File: config.mk
export PLATFORM = sky130hd
export DESIGN_NAME = utf8_topic_validator_top
export DESIGN_NICKNAME = d
export VERILOG_FILES = /design/src/sv/utf8tv_pkg.sv /design/src/sv/utf8tv_cfg_regs.sv /design/src/sv/utf8tv_core.sv /design/src/sv/utf8_topic_validator_top.sv
export VERILOG_INCLUDE_DIRS = /design/src /design/src/sv
export SDC_FILE = /design/constraint.sdc
export NUM_CORES = 1
export LEC_CHECK = 0
export CAP_MARGIN = 20
export CORE_UTILIZATION = 55
export CTS_BUF_LIST = sky130_fd_sc_hd__clkbuf_8
export DETAILED_ROUTE_END_ITERATION = 6
export DONT_BUFFER_PORTS = 1
export PLACE_DENSITY = 0.75
export REMOVE_ABC_BUFFERS = 1
export SLEW_MARGIN = 0
export SYNTH_ARGS = -nofsm -noshare
export SYNTH_HDL_FRONTEND = slang
export SYNTH_HIERARCHICAL = 1
export SYNTH_SLANG_ARGS = --single-unit
File: constraint.sdc
create_clock -name aclk -period 9.45 [get_ports aclk]
set_input_delay 1.89 -clock aclk [delete_from_list [all_inputs] [get_ports aclk]]
set_output_delay 1.89 -clock aclk [all_outputs]
set_load 0.01 [all_outputs]
File: src/sv/utf8_topic_validator_top_macros.svh
// ----------------------------------------------------------------------------
// utf8_topic_validator_top_macros.svh
// Assertion macros shared by the validator RTL. Clock aclk, reset aresetn.
// ----------------------------------------------------------------------------
`ifndef UTF8_TOPIC_VALIDATOR_TOP_MACROS_SVH
`define UTF8_TOPIC_VALIDATOR_TOP_MACROS_SVH

`ifndef ASSERT_OFF
// same-cycle implication
`define UTV_ASSERT_IMPL(label, ante, cons) \
    label: assert property (@(posedge aclk) disable iff (!aresetn) (ante) |-> (cons)) \
        else $error("assertion failed");
// next-cycle implication
`define UTV_ASSERT_NEXT(label, ante, cons) \
    label: assert property (@(posedge aclk) disable iff (!aresetn) (ante) |=> (cons)) \
        else $error("assertion failed");
`else
`define UTV_ASSERT_IMPL(label, ante, cons)
`define UTV_ASSERT_NEXT(label, ante, cons)
`endif

`endif

File: src/sv/utf8tv_pkg.sv
// ----------------------------------------------------------------------------
// utf8tv_pkg
// Types and constants for the UTF-8 topic validator.
// ----------------------------------------------------------------------------
package utf8tv_pkg;

    typedef enum logic [3:0] {
        ERR_NONE      = 4'd0,
        ERR_TOO_LONG  = 4'd1,
        ERR_BAD_LEAD  = 4'd2,
        ERR_BAD_CONT  = 4'd3,
        ERR_TRUNCATED = 4'd4,
        ERR_OVERLONG  = 4'd5,
        ERR_SURROGATE = 4'd6,
        ERR_CONTROL   = 4'd7,
        ERR_NONCHAR   = 4'd8,
        ERR_WILDCARD  = 4'd9
    } err_kind_t;

    typedef enum logic [1:0] {
        CFG_LOW_PRINTABLE  = 2'd0,
        CFG_HIGH_PRINTABLE = 2'd1,
        CFG_MAX_LENGTH     = 2'd2,
        CFG_UNUSED         = 2'd3
    } cfg_index_t;

    localparam int CFG_DATA_W = 16;

    localparam logic [6:0]  LOW_PRINTABLE_RST  = 7'd32;
    localparam logic [6:0]  HIGH_PRINTABLE_RST = 7'd126;
    localparam logic [15:0] MAX_LENGTH_RST     = 16'hFFFF;
    localparam logic [16:0] COUNT_MAX          = 17'h1FFFF;

    localparam logic [7:0] CHAR_HASH = 8'h23;
    localparam logic [7:0] CHAR_PLUS = 8'h2B;

    typedef struct packed {
        logic [6:0]  low_printable;
        logic [6:0]  high_printable;
        logic [15:0] max_length;
    } cfg_t;

    typedef struct packed {
        logic      valid_res;
        err_kind_t error_kind;
    } result_t;

    // Checks on a fully decoded multi-byte code point.
    function automatic err_kind_t check_code_point(input logic [20:0] cp,
                                                   input logic [2:0]  seq_len);
        err_kind_t res;
        res = ERR_NONE;
        if ((seq_len == 3'd2 && cp < 21'h80) || (seq_len == 3'd3 && cp < 21'h800) ||
            (seq_len == 3'd4 && cp < 21'h10000)) begin
            res = ERR_OVERLONG;
        end else if (cp inside {[21'h00D800:21'h00DFFF]}) begin
            res = ERR_SURROGATE;
        end else if (cp inside {[21'h00007F:21'h00009F]}) begin
            res = ERR_CONTROL;
        end else if (cp inside {[21'h00FDD0:21'h00FDEF]}) begin
            res = ERR_NONCHAR;
        end else if (cp[20:16] <= 5'd16 && cp[15:1] == 15'h7FFF) begin
            // U+xFFFE / U+xFFFF in planes 0..16
            res = ERR_NONCHAR;
        end
        return res;
    endfunction

endpackage

File: src/sv/utf8tv_cfg_regs.sv
// ----------------------------------------------------------------------------
// utf8tv_cfg_regs
// Configuration register file: printable bounds and length limit.
// ----------------------------------------------------------------------------
module utf8tv_cfg_regs (
    input  logic                               aclk,
    input  logic                               aresetn,
    input  logic                               wr_en,
    input  logic [1:0]                         wr_index,
    input  logic [utf8tv_pkg::CFG_DATA_W-1:0]  wr_data,
    output utf8tv_pkg::cfg_t                   cfg
);

    utf8tv_pkg::cfg_t cfg_reg;

    always_ff @(posedge aclk) begin
        if (!aresetn) begin
            cfg_reg.low_printable  <= utf8tv_pkg::LOW_PRINTABLE_RST;
            cfg_reg.high_printable <= utf8tv_pkg::HIGH_PRINTABLE_RST;
            cfg_reg.max_length     <= utf8tv_pkg::MAX_LENGTH_RST;
        end else if (wr_en) begin
            case (utf8tv_pkg::cfg_index_t'(wr_index))
                utf8tv_pkg::CFG_LOW_PRINTABLE:  cfg_reg.low_printable  <= wr_data[6:0];
                utf8tv_pkg::CFG_HIGH_PRINTABLE: cfg_reg.high_printable <= wr_data[6:0];
                utf8tv_pkg::CFG_MAX_LENGTH:     cfg_reg.max_length     <= wr_data[15:0];
                default: ;
            endcase
        end
    end

    assign cfg = cfg_reg;

endmodule

File: src/sv/utf8tv_core.sv
// ----------------------------------------------------------------------------
// utf8tv_core
// Per-string decode state and the one-byte check/update step.
// ----------------------------------------------------------------------------
`include "utf8_topic_validator_top_macros.svh"

module utf8tv_core (
    input  logic                 aclk,
    input  logic                 aresetn,
    input  logic                 step_en,
    input  logic [7:0]           data_byte,
    input  logic                 forbid_wildcards,
    input  logic                 last_byte,
    input  utf8tv_pkg::cfg_t     cfg,
    output utf8tv_pkg::result_t  result
);

    logic [1:0]              pending_reg,  pending_next;
    logic [2:0]              seq_len_reg,  seq_len_next;
    logic [20:0]             acc_reg,      acc_next;
    utf8tv_pkg::err_kind_t   first_reg,    first_next;
    logic [16:0]             count_reg,    count_next;

    logic [1:0]              pend_dec;
    logic [20:0]             acc_merged;
    logic                    too_long;
    utf8tv_pkg::err_kind_t   byte_err;
    utf8tv_pkg::err_kind_t   step_err;
    logic [1:0]              pend_step;
    logic [2:0]              seq_step;
    logic [20:0]             acc_step;

    assign count_next = (count_reg != utf8tv_pkg::COUNT_MAX) ? count_reg + 17'd1 : count_reg;
    assign too_long   = count_next > {1'b0, cfg.max_length};
    assign pend_dec   = pending_reg - 2'd1;

    always_comb begin
        case (pend_dec)
            2'd2:    acc_merged = acc_reg | {3'd0, data_byte[5:0], 12'd0};
            2'd1:    acc_merged = acc_reg | {9'd0, data_byte[5:0], 6'd0};
            default: acc_merged = acc_reg | {15'd0, data_byte[5:0]};
        endcase
    end

    // byte content checks and decode state update
    always_comb begin
        byte_err  = utf8tv_pkg::ERR_NONE;
        pend_step = pending_reg;
        seq_step  = seq_len_reg;
        acc_step  = acc_reg;
        if (pending_reg != 2'd0) begin
            if (data_byte[7:6] != 2'b10) begin
                byte_err  = utf8tv_pkg::ERR_BAD_CONT;
                pend_step = 2'd0;
                seq_step  = 3'd0;
                acc_step  = '0;
            end else if (pend_dec == 2'd0) begin
                byte_err  = utf8tv_pkg::check_code_point(acc_merged, seq_len_reg);
                pend_step = 2'd0;
                seq_step  = 3'd0;
                acc_step  = '0;
            end else begin
                pend_step = pend_dec;
                acc_step  = acc_merged;
            end
        end else if (!data_byte[7]) begin
            if (forbid_wildcards &&
                (data_byte == utf8tv_pkg::CHAR_HASH || data_byte == utf8tv_pkg::CHAR_PLUS)) begin
                byte_err = utf8tv_pkg::ERR_WILDCARD;
            end else if (data_byte[6:0] < cfg.low_printable ||
                         data_byte[6:0] > cfg.high_printable) begin
                byte_err = utf8tv_pkg::ERR_CONTROL;
            end
        end else if (data_byte[7:5] == 3'b110) begin
            pend_step = 2'd1;
            seq_step  = 3'd2;
            acc_step  = {10'd0, data_byte[4:0], 6'd0};
        end else if (data_byte[7:4] == 4'b1110) begin
            pend_step = 2'd2;
            seq_step  = 3'd3;
            acc_step  = {5'd0, data_byte[3:0], 12'd0};
        end else if (data_byte[7:3] == 5'b11110) begin
            pend_step = 2'd3;
            seq_step  = 3'd4;
            acc_step  = {data_byte[2:0], 18'd0};
        end else begin
            byte_err = utf8tv_pkg::ERR_BAD_LEAD;
        end
    end

    // error priority within one byte: length, content, truncation
    always_comb begin
        if (too_long) begin
            step_err = utf8tv_pkg::ERR_TOO_LONG;
        end else if (byte_err != utf8tv_pkg::ERR_NONE) begin
            step_err = byte_err;
        end else if (last_byte && pend_step != 2'd0) begin
            step_err = utf8tv_pkg::ERR_TRUNCATED;
        end else begin
            step_err = utf8tv_pkg::ERR_NONE;
        end
        first_next   = (first_reg != utf8tv_pkg::ERR_NONE) ? first_reg : step_err;
        pending_next = pend_step;
        seq_len_next = seq_step;
        acc_next     = acc_step;
    end

    assign result.valid_res  = (first_next == utf8tv_pkg::ERR_NONE);
    assign result.error_kind = first_next;

    always_ff @(posedge aclk) begin
        if (!aresetn) begin
            pending_reg <= 2'd0;
            seq_len_reg <= 3'd0;
            acc_reg     <= '0;
            first_reg   <= utf8tv_pkg::ERR_NONE;
            count_reg   <= '0;
        end else if (step_en) begin
            if (last_byte) begin
                pending_reg <= 2'd0;
                seq_len_reg <= 3'd0;
                acc_reg     <= '0;
                first_reg   <= utf8tv_pkg::ERR_NONE;
                count_reg   <= '0;
            end else begin
                pending_reg <= pending_next;
                seq_len_reg <= seq_len_next;
                acc_reg     <= acc_next;
                first_reg   <= first_next;
                count_reg   <= count_next;
            end
        end
    end

    // a sequence in flight always has a length, and only then
    `UTV_ASSERT_IMPL(a_seq_consistent, 1'b1, (pending_reg == 2'd0) == (seq_len_reg == 3'd0))
    // continuation count never exceeds what the lead announced
    `UTV_ASSERT_IMPL(a_pending_bound, pending_reg != 2'd0, {1'b0, pending_reg} < seq_len_reg)
    // a final byte leaves the string state cleared
    `UTV_ASSERT_NEXT(a_clear_on_last, step_en && last_byte,
                     count_reg == 17'd0 && pending_reg == 2'd0 &&
                     first_reg == utf8tv_pkg::ERR_NONE)

endmodule

File: src/sv/utf8_topic_validator_top.sv
// ----------------------------------------------------------------------------
// utf8_topic_validator_top
// Strict UTF-8 validator for topic strings, one byte per transaction.
// ----------------------------------------------------------------------------
// Usage:
//   s_* channel: one byte of a string per transaction, with s_last_byte on the
//   final byte and s_forbid_wildcards to reject '#' and '+'. Empty strings are
//   never presented.
//   m_* channel: one transaction per string, issued for its last byte, carrying
//   m_valid_res and the first error found (m_error_kind, 0 when clean).
//   cfg_* channel: register writes (0 low bound, 1 high bound, 2 max length),
//   always ready; write only while no string is in flight.
// Timing: a byte is checked while it sits in the input register; the core state
//   and the result register load as it moves on, so the result is registered
//   from the input register holding the last byte. Throughput is one byte per
//   cycle, save while a final byte waits on the result slot (see Stall).
// Stall: while a result waits on m_ready, non-final bytes keep flowing; a final
//   byte waits in the input register and s_ready drops behind it.
// Reset (aresetn low, synchronous): registers take their defaults, string
//   state clears and both valid flags drop.
// ----------------------------------------------------------------------------
`include "utf8_topic_validator_top_macros.svh"

module utf8_topic_validator_top (
    input  logic                               aclk,
    input  logic                               aresetn,
    // byte input
    input  logic                               s_valid,
    output logic                               s_ready,
    input  logic [7:0]                         s_data_byte,
    input  logic                               s_forbid_wildcards,
    input  logic                               s_last_byte,
    // result output
    output logic                               m_valid,
    input  logic                               m_ready,
    output logic                               m_valid_res,
    output logic [3:0]                         m_error_kind,
    // configuration writes
    input  logic                               cfg_valid,
    output logic                               cfg_ready,
    input  logic [1:0]                         cfg_index,
    input  logic [utf8tv_pkg::CFG_DATA_W-1:0]  cfg_data
);

    utf8tv_pkg::cfg_t     cfg;
    utf8tv_pkg::result_t  result;

    // input register
    logic        in_valid_reg;
    logic [7:0]  in_byte_reg;
    logic        in_forbid_reg;
    logic        in_last_reg;

    // result register
    logic        m_valid_reg;
    logic        m_valid_res_reg;
    logic [3:0]  m_error_kind_reg;

    logic        advance;

    assign cfg_ready = 1'b1;

    utf8tv_cfg_regs u_cfg (
        .aclk     (aclk),
        .aresetn  (aresetn),
        .wr_en    (cfg_valid && cfg_ready),
        .wr_index (cfg_index),
        .wr_data  (cfg_data),
        .cfg      (cfg)
    );

    // The held byte moves on unless it is a final byte and the result slot is
    // still occupied by an untaken transaction.
    assign advance = in_valid_reg && (!in_last_reg || !m_valid_reg || m_ready);
    assign s_ready = !in_valid_reg || advance;

    always_ff @(posedge aclk) begin
        if (!aresetn) begin
            in_valid_reg <= 1'b0;
        end else if (s_ready) begin
            in_valid_reg <= s_valid;
        end
    end

    always_ff @(posedge aclk) begin
        if (s_valid && s_ready) begin
            in_byte_reg   <= s_data_byte;
            in_forbid_reg <= s_forbid_wildcards;
            in_last_reg   <= s_last_byte;
        end
    end

    utf8tv_core u_core (
        .aclk             (aclk),
        .aresetn          (aresetn),
        .step_en          (advance),
        .data_byte        (in_byte_reg),
        .forbid_wildcards (in_forbid_reg),
        .last_byte        (in_last_reg),
        .cfg              (cfg),
        .result           (result)
    );

    always_ff @(posedge aclk) begin
        if (!aresetn) begin
            m_valid_reg <= 1'b0;
        end else if (advance && in_last_reg) begin
            m_valid_reg <= 1'b1;
        end else if (m_ready) begin
            m_valid_reg <= 1'b0;
        end
    end

    always_ff @(posedge aclk) begin
        if (advance && in_last_reg) begin
            m_valid_res_reg  <= result.valid_res;
            m_error_kind_reg <= result.error_kind;
        end
    end

    assign m_valid      = m_valid_reg;
    assign m_valid_res  = m_valid_res_reg;
    assign m_error_kind = m_error_kind_reg;

    // a completed string always produces a result transaction next cycle
    `UTV_ASSERT_NEXT(a_result_follows_last, advance && in_last_reg, m_valid_reg)
    // a held byte that cannot move stays in the input register
    `UTV_ASSERT_NEXT(a_hold_when_blocked, in_valid_reg && !advance,
                     in_valid_reg && in_last_reg)
    // the flag and the code of a result agree
    `UTV_ASSERT_IMPL(a_flag_matches_code, m_valid_reg,
                     m_valid_res_reg == (m_error_kind_reg == utf8tv_pkg::ERR_NONE))

endmodule
==> out/metrics.csv <==
stage;metric;value;unit
timing;holdWs;0.469;ns
cells_and_area;syn_to_final_growth;3.38;%
setup_path;path_delay_family;simple AND/OR/NAND/NOR gates;
die;fp-row-count;36;
clock_network;post_cts_resized;0;
clock_network;cts_buffers;9;
cells_and_area;antenna_cells;0;
timing;finalSetupTns;0;ns
global_routing;met1_usage;0.317;
setup_path;critPathLaunchType;flip-flop;
die;start_util;0.570;
clock_network;cts.sinks;94;
power;ir_drop;73.9;uV
synth;synth_top_family_by_area;simple AND/OR/NAND/NOR gates;
timing;finalSetupViolations;0;
synth;synth_top_area_frac;0.281;
setup_path;crit_fanout;7;
global_routing;grt-busiest-layer;met2;
setup_path;cp.required;9.58;ns
clock_network;htreeDepth;3;
die;core_area;0.00986;mm2
setup_path;slowest_stage;dfxtp_1;
synth;synth-xor-area-share;0.0234;
cells_and_area;largest_register_ffs;30;
setup_path;cp_num_cells;17;
drt;wl;12.8;mm
clock_network;clk_latency;0.39;ns
global_routing;grt_pass1_vias;4375;
drt;vias_per_cell;5.98;
setup_path;r2r_end;m_valid_res;
timing;skew;0.0173;ns
placed_design;routabilityCongestion;0.868;
global_routing;grt-ovfl-total;0;
cells_and_area;seq_area;0.00203;mm2
power;p_leak;2.53;nW
cells_and_area;multiInputGateArea;0.00322;mm2
setup_path;rrSetupSlack;4.71;ns
die;die_w;103;um
drt;wl_per_cell;16.6;um
global_routing;grt_pass1_wl;20.6;mm
clock_network;cts.path.max_buffers;2;
cells_and_area;post-route-util;0.589;
synth;yosys.area_share.simple;0.244;
global_routing;antenna_found_initial;0;
setup_path;reg2reg_depth;17;
synth;ys_seq_elements;94;
timing;drv_slew;0;
die;die_y;103;um
die;die_area;0.0106;mm2
clock_network;cts.root.buffer_cell;clkbuf_8;
cells_and_area;fin_nets;703;
synth;async_flop_share;0;
setup_path;worstPathArrival;4.86;ns
outcome;status;finished clean;
worst_hold_path;hold_class;reg -> reg;
synth;synthCells;658;
synth;synth_mux_area_frac;0.0485;
synth;yosys.area.top_type;dfxtp_1;
synth;synth_seq_area_share;0.361;
drt;dr.pass1.iters;5;
timing;hold_viol;0;
timing;rsz0062_at_grt;false;
global_routing;grt_use_total;0.255;
setup_path;cp-startpoint;u_core/count_reg[5];
synth;yosysWarnings;6;
synth;synth_compound_area_frac;0.178;
global_routing;grt_use_met2;0.427;
timing;fin_crit_sh;0.501;
clock_network;cts_tree;built;
synth;synth_area_leaders;dfxtp_1, edfxtp_1, ha_1, nor2b_1, a21oi_1;
clock_network;cts-hold-fix-buffers;0;
clock_network;post_cts_buffers;0;
placed_design;hpwl;9.20;mm
global_routing;grt_util_met3;0.0468;
global_routing;grt_max_degree;79;
setup_path;crit_chain;nand4_1, nor4_1, nand2_1, nand2_1, nor2_1, and3_1, xor2_1, ha_1, nor3_1, o21ai_0, a2111oi_0, o21ai_0, a21oi_1, and2_1, o211ai_1, o41ai_4, nor4bb_1;
timing;max_freq;211;MHz
drt;vias;4621;
setup_path;max_stage_delay;0.50;ns
drt;final_antenna_net_count;0;
run;maxCapViolCount;0;
setup_path;path_class;reg -> reg;
power;p_per_area;131;mW/mm2
drt;drt-initial-drc-count;246;
placed_design;port_buffers;0;
setup_path;crit_buf_inv;0;
synth;synthAdderAreaFrac;0.0779;
synth;synth_edf_count;15;
synth;synth_ff_type;dfxtp_1;
synth;syn_avg_cell_area;8.55;um2
timing;worst_pin_slew;0.955;ns
setup_path;r2r-start;u_core/count_reg[5];
synth;syn-cell-area;0.00562;mm2
clock_network;clkTransAtPathRegs;0.10;ns
cells_and_area;layout-drive-gt1-share;0.0500;
setup_path;crit_end;m_valid_res;
die;ioPinCount;41;
timing;min_period;4.74;ns
timing;slew_headroom;0.358;
synth;ys_types;68;
cells_and_area;num-fill-cells;858;
setup_path;cp-end-kind;flip-flop;
drt;drc;0;
worst_hold_path;holdPathStages;2;
-- per-layer routing --
metal,wire (um),vias to the layer above,part of all wire
li1,-,2286,-
met1,5580,2177,0.44
met2,6270,134,0.49
met3,627,24,0.049
met4,331,0,0.026
met5,0,-,0
-- cell families after synthesis --
group | Yosys count
AND/OR/NAND/NOR | 237
AO/OA/AOI/OAI | 158
flip-flops | 94
buffers and inverters | 91
adder cells (fa/ha/maj) | 35
multiplexers | 27
XOR/XNOR | 15
other | 1
-- cell usage after synthesis (7+ instances only) --
master    number
o21ai_0       31
nand4_1        7
dfxtp_1       79
nor3_1        15
nor2_1        36
nor2b_1       50
inv_1         54
xnor2_1       10
nor4_1         9
o211ai_1      14
nand4b_1      10
mux2i_1       25
and2_1        10
nand3_1       15
a22oi_1       13
ha_1          35
edfxtp_1      15
a21oi_1       56
clkbuf_1      21
nand2_1       43
buf_2         11
-- where the power goes --
part | switching, mW | internal [mW] | leakage [nW]
sequential | 0.0151 | 0.419 | 0.787
combinational | 0.0395 | 0.0309 | 1.65
clock | 0.155 | 0.0995 | 0.0943
-- final cells by class --
cell class | instances | area share
Timing Repair Buffer | 2 | 0.00215
Sequential cell | 94 | 0.349
Tap cell | 133 | 0.0286
Clock buffer | 9 | 0.0213
Inverter | 55 | 0.0355
Clock inverter | 7 | 0.00947
Multi-Input combinational cell | 473 | 0.553
-- worst reg2reg max path: stages, from the launching register on --
cell and delay [ns]:
dfxtp_1 0.50, nand4_1 0.19, nor4_1 0.49, nand2_1 0.28, nand2_1 0.25, nor2_1 0.15
and3_1 0.22, xor2_1 0.16, ha_1 0.21, nor3_1 0.27, o21ai_0 0.17, a2111oi_0 0.33
o21ai_0 0.16, a21oi_1 0.22, and2_1 0.25, o211ai_1 0.16, o41ai_4 0.38, nor4bb_1 0.10
-- worst min path at each step --
stage,from,endpoint,slack [ns]
finish,u_cfg/cfg[26],u_cfg/cfg[26],0.47
global route,u_cfg/cfg[24],u_cfg/cfg[24],0.50
CTS,u_cfg/cfg[27],u_cfg/cfg[27],0.47
detailed placement,u_cfg/cfg[29],u_cfg/cfg[29],0.46
global placement,u_cfg/cfg[24],u_cfg/cfg[24],0.44
floorplan,u_cfg/cfg[23],u_cfg/cfg[23],0.43
-- placed cells by master, fill, tap and decap left out, types with 4 or more instances in the layout --
| cell | Yosys | layout |
|---|---|---|
| dfxtp_1 | 79 | 79 |
| a21oi_1 | 56 | 56 |
| inv_1 | 54 | 55 |
| nor2b_1 | 50 | 50 |
| nand2_1 | 43 | 43 |
| nor2_1 | 36 | 36 |
| ha_1 | 35 | 35 |
| o21ai_0 | 31 | 31 |
| mux2i_1 | 25 | 25 |
| edfxtp_1 | 15 | 15 |
| nand3_1 | 15 | 15 |
| nor3_1 | 15 | 15 |
| o211ai_1 | 14 | 14 |
| a22oi_1 | 13 | 13 |
| and2_1 | 10 | 10 |
| nand4b_1 | 10 | 10 |
| xnor2_1 | 10 | 10 |
| clkbuf_8 | 0 | 9 |
| nor4_1 | 9 | 9 |
| nand4_1 | 7 | 7 |
| nand2b_1 | 6 | 6 |
| nor3b_1 | 6 | 6 |
| and3_1 | 5 | 5 |
| xor2_1 | 5 | 5 |
| a21o_1 | 5 | 5 |
| a31oi_1 | 5 | 5 |
| a211oi_1 | 4 | 4 |
-- through the flow --
| step | cells | power (mW) | cell area [um2] | setup WS [ns] |
|---|---|---|---|---|
| after floorplan | 622 | 0.493 | 5460 | 4.80 |
| after global placement | 756 | 0.509 | 5630 | 5.11 |
| after detailed placement | 756 | 0.513 | 5630 | 4.81 |
| after CTS | 772 | 0.764 | 5810 | 4.76 |
| after global routing | 773 | 0.790 | 5810 | 4.32 |
| final | 773 | 0.759 | 5810 | 4.71 |
(Power assumes the default switching activity.)
